### src/sv/gvae_pkg.sv
// Shared types, constants and helpers for the gravity vector attitude estimator.
// Used by gvae_divsqrt, the top level and the testbench; depends on nothing.
`default_nettype none

package gvae_pkg;

    // Configuration register indexes.
    localparam logic [2:0] REG_BIAS_X   = 3'd0;
    localparam logic [2:0] REG_BIAS_Y   = 3'd1;
    localparam logic [2:0] REG_PERIOD   = 3'd2;
    localparam logic [2:0] REG_KEEP     = 3'd3;
    localparam logic [2:0] REG_MIN_MAG  = 3'd4;
    localparam logic [2:0] REG_MAX_MAG  = 3'd5;

    localparam int CFG_IDX_W  = 3;
    localparam int CFG_DATA_W = 24;

    // Fixed point constants.
    localparam logic signed [31:0] ONE_G_Q28  = 32'sd268435456;
    localparam logic signed [32:0] ATAN_C1    = 33'sd990195940;
    localparam logic signed [32:0] ATAN_C2    = -33'sd171489439;
    localparam logic signed [32:0] ATAN_C3    = -33'sd63731781;
    localparam logic [27:0]        DEG45_Q16  = 28'd2949120;
    localparam logic [27:0]        DEG180_Q16 = 28'd11796480;
    localparam logic [27:0]        DEG360_Q16 = 28'd23592960;

    // Request and response of the shared divide / square root unit.
    typedef struct packed {
        logic        start;
        logic        is_sqrt;
        logic [63:0] num;
        logic [32:0] den;
    } dv_req_t;

    typedef struct packed {
        logic        done;
        logic [31:0] quot;
    } dv_rsp_t;

    // Saturate a wide signed value to the 32 bit signed range.
    function automatic logic signed [31:0] sat32(input logic signed [65:0] v);
        logic signed [31:0] r;
        if (v > 66'sd2147483647)
        begin
            r = 32'sh7fffffff;
        end
        else if (v < -66'sd2147483648)
        begin
            r = 32'sh80000000;
        end
        else
        begin
            r = v[31:0];
        end
        return r;
    endfunction

endpackage

`default_nettype wire

### src/sv/gvae_divsqrt.sv
// Bit-serial unsigned divider and integer square root sharing one subtractor.
// Depends on gvae_pkg for the request and response structs.
`default_nettype none

module gvae_divsqrt (
    input  wire                clk,
    input  wire                rst_n,
    input  gvae_pkg::dv_req_t  req,
    output gvae_pkg::dv_rsp_t  rsp
);

    logic        busy_reg;
    logic        done_reg;
    logic        sqrt_reg;
    logic [4:0]  cnt_reg;
    logic [33:0] rem_reg;
    logic [63:0] sh_reg;
    logic [31:0] q_reg;
    logic [32:0] den_reg;

    logic [35:0] trial_a;
    logic [35:0] trial_b;
    logic [35:0] diff;
    logic        ge;

    // Divide: one quotient bit per cycle. Square root: two radicand bits per cycle.
    always_comb
    begin
        if (sqrt_reg)
        begin
            trial_a = {rem_reg, sh_reg[63:62]};
            trial_b = {2'b00, q_reg, 2'b01};
        end
        else
        begin
            trial_a = {1'b0, rem_reg, sh_reg[63]};
            trial_b = {3'b000, den_reg};
        end
        ge   = (trial_a >= trial_b);
        diff = trial_a - trial_b;
    end

    always_ff @(posedge clk or negedge rst_n)
    begin
        if (!rst_n)
        begin
            busy_reg <= 1'b0;
            done_reg <= 1'b0;
            cnt_reg  <= 5'd0;
        end
        else
        begin
            done_reg <= 1'b0;
            if (req.start)
            begin
                busy_reg <= 1'b1;
                cnt_reg  <= 5'd31;
            end
            else if (busy_reg)
            begin
                cnt_reg <= cnt_reg - 5'd1;
                if (cnt_reg == 5'd0)
                begin
                    busy_reg <= 1'b0;
                    done_reg <= 1'b1;
                end
            end
        end
    end

    always_ff @(posedge clk)
    begin
        if (req.start)
        begin
            sqrt_reg <= req.is_sqrt;
            den_reg  <= req.den;
            q_reg    <= 32'd0;
            if (req.is_sqrt)
            begin
                rem_reg <= 34'd0;
                sh_reg  <= req.num;
            end
            else
            begin
                rem_reg <= {2'b00, req.num[63:32]};
                sh_reg  <= {req.num[31:0], 32'd0};
            end
        end
        else if (busy_reg)
        begin
            rem_reg <= ge ? diff[33:0] : trial_a[33:0];
            q_reg   <= {q_reg[30:0], ge};
            sh_reg  <= sqrt_reg ? {sh_reg[61:0], 2'b00} : {sh_reg[62:0], 1'b0};
        end
    end

    assign rsp.done = done_reg;
    assign rsp.quot = q_reg;

endmodule

`default_nettype wire

### config.mk
export PLATFORM = sky130hd
export DESIGN_NAME = gvae_divsqrt
export DESIGN_NICKNAME = d
export VERILOG_FILES = /design/src/sv/gvae_pkg.sv /design/src/sv/gvae_divsqrt.sv
export SDC_FILE = /design/constraint.sdc
export NUM_CORES = 1
export LEC_CHECK = 0
export ABC_AREA = 1
export BUFFER_PORTS_ARGS = -buffer_cell sky130_fd_sc_hd__buf_2
export CAP_MARGIN = 25
export CORE_UTILIZATION = 57
export DETAILED_ROUTE_END_ITERATION = 8
export MAX_ROUTING_LAYER = met4
export PLACE_DENSITY_LB_ADDON = 0.3
export SLEW_MARGIN = 20
export SYNTH_ARGS = -nofsm -noshare
export SYNTH_HDL_FRONTEND = slang
export SYNTH_SLANG_ARGS = --single-unit
export TNS_END_PERCENT = 20
### constraint.sdc
create_clock -name clk -period 4.8 [get_ports clk]
set_input_delay 0.96 -clock clk [delete_from_list [all_inputs] [get_ports clk]]
set_output_delay 0.96 -clock clk [all_outputs]
set_load 0.01 [all_outputs]
==> results by group, run 1 <==
Placed design
  – Buffers on Ports: 133
  – Placed inst area: 0.0121 mm²
  – Placed cells: 1868
  – HPWL Detailed: 21400 µm
  – Final GP Congestion: 0.992

Cells and area
  – Number of flip-flops in the largest register: 64
  – Post-layout net count: 1760
  – Commonest cells after routing, fill and taps aside: nand2_1 (427), inv_1 (205), nor2_1 (167), nand3_1 (150)
  – Commonest non-fill, non-tap cell in the layout: nand2_1
  – Non-Filler Instances: 1901
  – Layout area overhead: 11.9%
  – Fin area: 0.0127 mm²
  – Share of layout cells above drive strength 1: 0.143
  – Fillers: 1679

GRT
  – Vias in the first global route: 9374
  – Global-route wire length before repair: 46600 µm
  – GRT overflow: 0
  – Largest net degree at the start of global routing: 104
  – Initial antenna violation count: 1
  – Total track usage: 0.302

Job
  – Max Cap Violations: 0

Critical path
  – Buffers & Inverters on Critical Path: 3
  – Max FO, Critical Path: 103
  – WP data required: 4.99 ns
  – CP most frequent cell: nand2_1
  – CP max stage cell: o21ai_0
  – CP delay by family, top: simple AND/OR/NAND/NOR gates
  – Crit. End Element: flop
  – Startpoint Class: flop
  – Crit path cell chain: buf_4, o21ai_0, inv_1, ha_1, nand2_1, nor2_2, nand2_1, clkinv_1, nand4_2, nand3_2, nand2_4, nand2_8, nand2_1, nand3_1, nand2_1
  – CP arrival: 3.87 ns
  – Critical Path Max Stage Delay: 0.57 ns
  – Crit Path Category: flop to flop
  – Flop2flop setup slack: 1.12 ns
  – RR Startpoint: sqrt_reg$_DFFE_PP_
  – R2R depth: 15
  – Reg-to-reg endpoint: rem_reg[23]$_DFFE_PP_

Clock tree
  – Post-CTS setup buffers: 0
  – Clock tree buffer depth: 2
  – CTS Sinks: 171
  – CTS clk-pin slew, worst paths: 0.07 ns
  – Worst skew pair latency: 0.45 ns
  – Num CTS Buffers: 17
  – Hold Buf Count CTS: 0
  – Post-CTS sizing: 0
  – Root Driver: clkbuf_16
  – CTS H-Tree Depth: 4
  – CTS tree: yes

Drt
  – Per-cell routed wire length: 15.3 µm
  – DRC viols: 0
  – Avg Vias per Cell: 5.49
  – Vias: 10443
  – DRT iter0 DRCs: 933
  – Final WL: 29100 µm
  – Final ANT Viol Nets: 0
  – DRT Pass-1 Iters: 5

STA
  – # setup viols final: 0
  – Max Freq: 271 MHz
  – Post-Route Setup TNS: 0 ns
  – RSZ-0062 raised after global routing: false
  – Clock skew: 0.0165 ns
  – Post-route minimum period: 3.68 ns
  – Slew margin rel.: 0.357
  – Final Max Slew Viols: 0
  – Worst-margin pin slew: 0.964 ns
  – Final hold vios: 0
  – Tcrit/Tclk final: 0.768

Power
  – Leak: 6.06 nW
  – Pwr per Cell Area: 490 mW/mm²
  – Maximum vdd drop: 287 µV

Floorplan
  – Num rows: 51
  – Starting Density: 0.582
  – Ports: 134
  – Chip height: 143 µm
  – Die area: 0.0204 mm²
  – Overall die width: 143 µm
  – Core Area: 0.0195 mm²

Logic synthesis
  – Number of synthesized flops with an enable pin: 132
  – Post-synth cell types: 44
  – Async S/R FF share, synth: 0.0409
  – Largest area contributor in the netlist: edfxtp_1
  – Synthesized flop and latch total: 171
  – Synth area leaders: edfxtp_1 (35%), nand2_1 (14%), inv_1 (6.9%)
  – Synth warn: 0
  – Mapped Cells: 1536
  – Syn avg cell area: 7.38 µm²
  – Primary FF master, synth: edfxtp_1
  – Mapped Nets: 1674
  – Cell Area, Synth: 0.0113 mm²
  – Sequential area share after synthesis: 0.422
  – Post-synth top area share: 0.350

Outcome
  – Status: completed

Min path
  – Worst Hold Class: input port to async pin
==> worst max-delay path by stage <==
| stage | endpoint | slack, ns | cells after the start | startpoint |
|---|---|---|---|---|
| final | rem_reg[23]$_DFFE_PP_ | 1.12 | 15 | sqrt_reg$_DFFE_PP_ |
| after global routing | rem_reg[32]$_SDFFCE_PP0P_ | 0.78 | 16 | sqrt_reg$_DFFE_PP_ |
| after CTS | rem_reg[23]$_DFFE_PP_ | 1.17 | 14 | sqrt_reg$_DFFE_PP_ |
| after detailed placement | rem_reg[32]$_SDFFCE_PP0P_ | 1.18 | 14 | sqrt_reg$_DFFE_PP_ |
| after global placement | rem_reg[4]$_DFFE_PP_ | 1.27 | 14 | sqrt_reg$_DFFE_PP_ |
| after floorplan | rem_reg[0]$_DFFE_PP_ | 0.32 | 3 | req[98] |
==> where the power goes <==
group / internal (mW) / total (mW) / leakage, nW / switching (mW)
Combinational: 0.972 / 2.85 / 4.04 / 1.88
Clock: 0.729 / 1.37 / 0.270 / 0.643
Sequential: 1.89 / 2.00 / 1.75 / 0.104
==> routing by layer <==
layer	wire [µm]	global-route usage
met4	630	0.101
met1	13500	0.416
met2	13200	0.454
met3	1860	0.0469
met5	0	-
==> per-stage QoR <==
step | total power [mW] | util | hold WS [ns] | setup WS (ns)
detailed placement | 4.80 | 0.622 | 0.505 | 1.18
finish | 6.22 | 0.651 | 0.335 | 1.12
global placement | 4.77 | 0.622 | 0.498 | 1.27
global route | 6.66 | 0.651 | 0.337 | 0.775
floorplan | 4.15 | - | 0.480 | 0.320
CTS | 6.18 | 0.651 | 0.337 | 1.17
==> kinds of logic after synthesis <==
| kind of cell | Yosys count | share of synthesized area |
|---|---|---|
| flops | 171 | 0.422 |
| compound gates | 197 | 0.108 |
| fa+ha+maj | 37 | 0.0415 |
| simple gates | 831 | 0.318 |
| xor+xnor | 15 | 0.0116 |
| buf+inv | 285 | 0.0989 |
==> synthesized netlist by cell type (25+ instances only) <==
| master | number |
|---|---|
| or2_2 | 32 |
| nand2_1 | 427 |
| clkbuf_1 | 52 |
| o31ai_1 | 29 |
| o21ai_0 | 77 |
| a21oi_1 | 25 |
| o22ai_1 | 30 |
| edfxtp_1 | 132 |
| ha_1 | 36 |
| inv_1 | 207 |
| nor2_1 | 168 |
| nand3_1 | 150 |
| o311ai_0 | 31 |
| dfxtp_1 | 32 |
==> area by class of cell <==
| class | instances | area [µm²] | share of cell area |
|---|---|---|---|
| Inverter | 209 | 787 | 0.0621 |
| Antenna cell | 1 | 2.50 | 0.000197 |
| Clock buffer | 19 | 433 | 0.0341 |
| Tap cell | 265 | 332 | 0.0262 |
| Sequential cell | 171 | 4780 | 0.377 |
| Multi-Input combinational cell | 1080 | 5440 | 0.429 |
| Clock inverter | 13 | 138 | 0.0109 |
| Timing Repair Buffer | 143 | 768 | 0.0606 |
Power figures use the tool's default switching activity.
==> inputs of run 2 (changes only) <==
clock period = 3.7 ns   (was 4.8 ns; I/O delays follow)
==> run 2 against run 1 <==
Compared with the run above: sequential share of layout area fell by 0.16 points; largest power group unchanged; worst setup slack got worse by 0.82 ns; hold slack got worse by 0.23 ns; clock power rose by 32%; design area rose by 0.42%; non-clock buffer count rose by 1; combinational power rose by 32%; core utilization rose by 0.28 points; register-to-register slack got worse by 0.82 ns; die area did not move.
==> results by group, run 2 (synthesis gave the netlist of run 1 again) <==
Clock tree
  – CTS clk-pin slew, worst paths: 0.08 ns (about the same)
  – CTS tree: yes
  – Hold Buf Count CTS: 0 (unchanged)
  – CTS Sinks: 171 (unchanged)
  – Post-CTS sizing: 0 (unchanged)
  – Num CTS Buffers: 17 (unchanged)
  – Post-CTS setup buffers: 0 (unchanged)
  – Worst skew pair latency: 0.45 ns (about the same)
  – Root Driver: clkbuf_16
  – Clock tree buffer depth: 2 (unchanged)
  – CTS H-Tree Depth: 4 (unchanged)

Floorplan
  – Overall die width: 143 µm (unchanged)
  – Die area: 0.0204 mm² (unchanged)
  – Core Area: 0.0195 mm² (unchanged)
  – Starting Density: 0.582 (unchanged)
  – Ports: 134 (unchanged)
  – Num rows: 51 (unchanged)
  – Chip height: 143 µm (unchanged)

Critical path
  – Critical Path End: rem_reg[1]$_DFFE_PP_
  – CP max stage cell: edfxtp_1
  – Max FO, Critical Path: 61 (-41%)
  – Startpoint Class: flop
  – R2R depth: 15 (unchanged)
  – RR Startpoint: sqrt_reg$_DFFE_PP_
  – Crit path cell chain: inv_2, buf_6, nand2_1, inv_1, fa_1, inv_1, nand3_1, nand3_1, nand4_2, nand3_2, nand2_4, buf_4, nand3_1, nand3_1, nand2_1
  – Crit Path Category: flop to flop
  – Critical Path Max Stage Delay: 0.44 ns (-0.13 ns)
  – Crit. End Element: flop
  – Critical path origin: sqrt_reg$_DFFE_PP_
  – CP most frequent cell: nand3_1
  – Flop2flop setup slack: 0.30 ns (-0.82 ns)
  – CP arrival: 3.61 ns (-0.26 ns)
  – WP data required: 3.91 ns (-1.08 ns)
  – Reg-to-reg endpoint: rem_reg[1]$_DFFE_PP_

Job
  – Max Cap Violations: 0 (unchanged)

Drt
  – Final ANT Viol Nets: 0 (unchanged)
  – Avg Vias per Cell: 5.49 (about the same)
  – Vias: 10445 (+0.019%)
  – Met1 Wirelength: 13300 µm (-1.2%)
  – DRC viols: 0 (unchanged)
  – Final WL: 28900 µm (-0.78%)
  – Met2 WL: 13100 µm (-0.33%)
  – Per-cell routed wire length: 15.2 µm (-0.83%)
  – Met3 wire len: 1940 µm (+4.5%)
  – DRT Pass-1 Iters: 5 (unchanged)
  – Top sig layer: met4
  – DRT iter0 DRCs: 754 (-19%)

GRT
  – Total track usage: 0.304 (+0.00166)
  – Vias in the first global route: 9414 (+0.43%)
  – Initial antenna violation count: 1 (unchanged)
  – Largest net degree at the start of global routing: 164 (+58%)
  – GRT overflow: 0 (unchanged)
  – Global-route wire length before repair: 47000 µm (+0.92%)

STA
  – Final Max Slew Viols: 0 (unchanged)
  – Worst-margin pin slew: 1.02 ns (+0.0532 ns)
  – Post-route minimum period: 3.40 ns (-0.282 ns)
  – Worst hold slack: 0.105 ns (-0.230 ns)
  – Post-Route Setup TNS: 0 ns (unchanged)
  – Final hold vios: 0 (unchanged)
  – Tcrit/Tclk final: 0.920 (+0.152)
  – # setup viols final: 0 (unchanged)
  – Clock skew: 0.0166 ns (+0.000126 ns)
  – Max Freq: 294 MHz (+8.3%)
  – Slew margin rel.: 0.321 (-0.0355)
  – RSZ-0062 raised after global routing: false

Outcome
  – Status: completed

Cells and area
  – Fillers: 1707 (+1.7%)
  – Commonest cells after routing, fill and taps aside: nand2_1 (427), inv_1 (205), nor2_1 (167), nand3_1 (150)
  – Commonest non-fill, non-tap cell in the layout: nand2_1
  – Layout area overhead: 12.4%
  – Number of flip-flops in the largest register: 64 (unchanged)
  – Finished Core Util: 0.654 (+0.00277)
  – Footprint of the multi-input gates: 0.00544 mm² (unchanged)
  – Share of layout cells above drive strength 1: 0.144 (+0.00175)
  – Reg area: 0.00478 mm² (unchanged)
  – Post-layout net count: 1761 (+0.057%)

Power
  – Switching pwr: 3.53 mW (+35%)
  – Logic pwr share: 0.461 (+0.003)
  – Flop pwr share: 0.317 (-0.004)
  – Switching power as a share of total power: 0.432 (+0.0101)
  – Leak: 6.10 nW (+0.58%)
  – Pwr per Cell Area: 642 mW/mm² (+31%)
  – Internal: 4.64 mW (+29%)
  – Clk network pwr share: 0.222 (about the same)
  – Maximum vdd drop: 374 µV (+30%)

Placed design
  – Final GP Congestion: 0.982 (-1.0%)
  – HPWL Detailed: 21100 µm (-1.5%)
  – Buffers on Ports: 133 (unchanged)

Min path
  – Worst Hold Class: input port to async pin
-- run 2: power by group through the flow --
stage	logic (mW)	clock network (mW)	registers [mW]
floorplan	2.80	0	2.58
global placement	3.62	0	2.62
detailed placement	3.66	0	2.63
CTS	3.70	1.83	2.59
global route	4.23	1.89	2.62
finish	3.77	1.81	2.59
-- run 2: layout make-up --
cell class              instances  area share
clock inverters                15      0.0138
diodes                          1    0.000197
flip-flops and latches        171       0.375
repair buffers                144      0.0622
well taps                     265      0.0260
inverters                     209      0.0618
multi-input cells            1080       0.427
clock buffers                  17      0.0334
-- run 2: metal layers --
metal,global-route usage,up-vias
li1,-,5236
met1,0.425,4736
met2,0.461,425
met3,0.0389,48
met4,0.0872,0
met5,-,-
-- run 2: worst min path at each step --
stage	startpoint	end	slack [ns]
after CTS	rst_n	cnt_reg[3]$_DFFE_PN0P_	0.11
final	rst_n	cnt_reg[3]$_DFFE_PN0P_	0.10
after global routing	rst_n	cnt_reg[4]$_DFFE_PN0P_	0.11
after floorplan	rst_n	busy_reg$_DFF_PN0_	0.44
after detailed placement	q_reg[31]$_SDFFE_PP0P_	q_reg[31]$_SDFFE_PP0P_	0.49
after global placement	q_reg[31]$_SDFFE_PP0P_	q_reg[31]$_SDFFE_PP0P_	0.48
-- run 2: through the flow --
stage | total power, mW | area [µm²] | std cells | setup slack [ns]
5_1_grt | 8.75 | 12700 | 1902 | 0.0436
3_3_place_gp | 6.24 | 12100 | 1869 | 0.267
4_1_cts | 8.11 | 12700 | 1901 | 0.189
2_1_floorplan | 5.38 | 11300 | 1536 | 0.686
3_5_place_dp | 6.29 | 12100 | 1869 | 0.208
6_report | 8.17 | 12700 | 1902 | 0.297
-- run 2: worst max-delay path: cells and delay by family (launching register included) --
kind / cells / cell delay [ns]
buffers and inverters: 5 / 1.26
adders and majority gates: 1 / 0.22
and+or+nand+nor: 9 / 1.19
DFF: 1 / 0.44
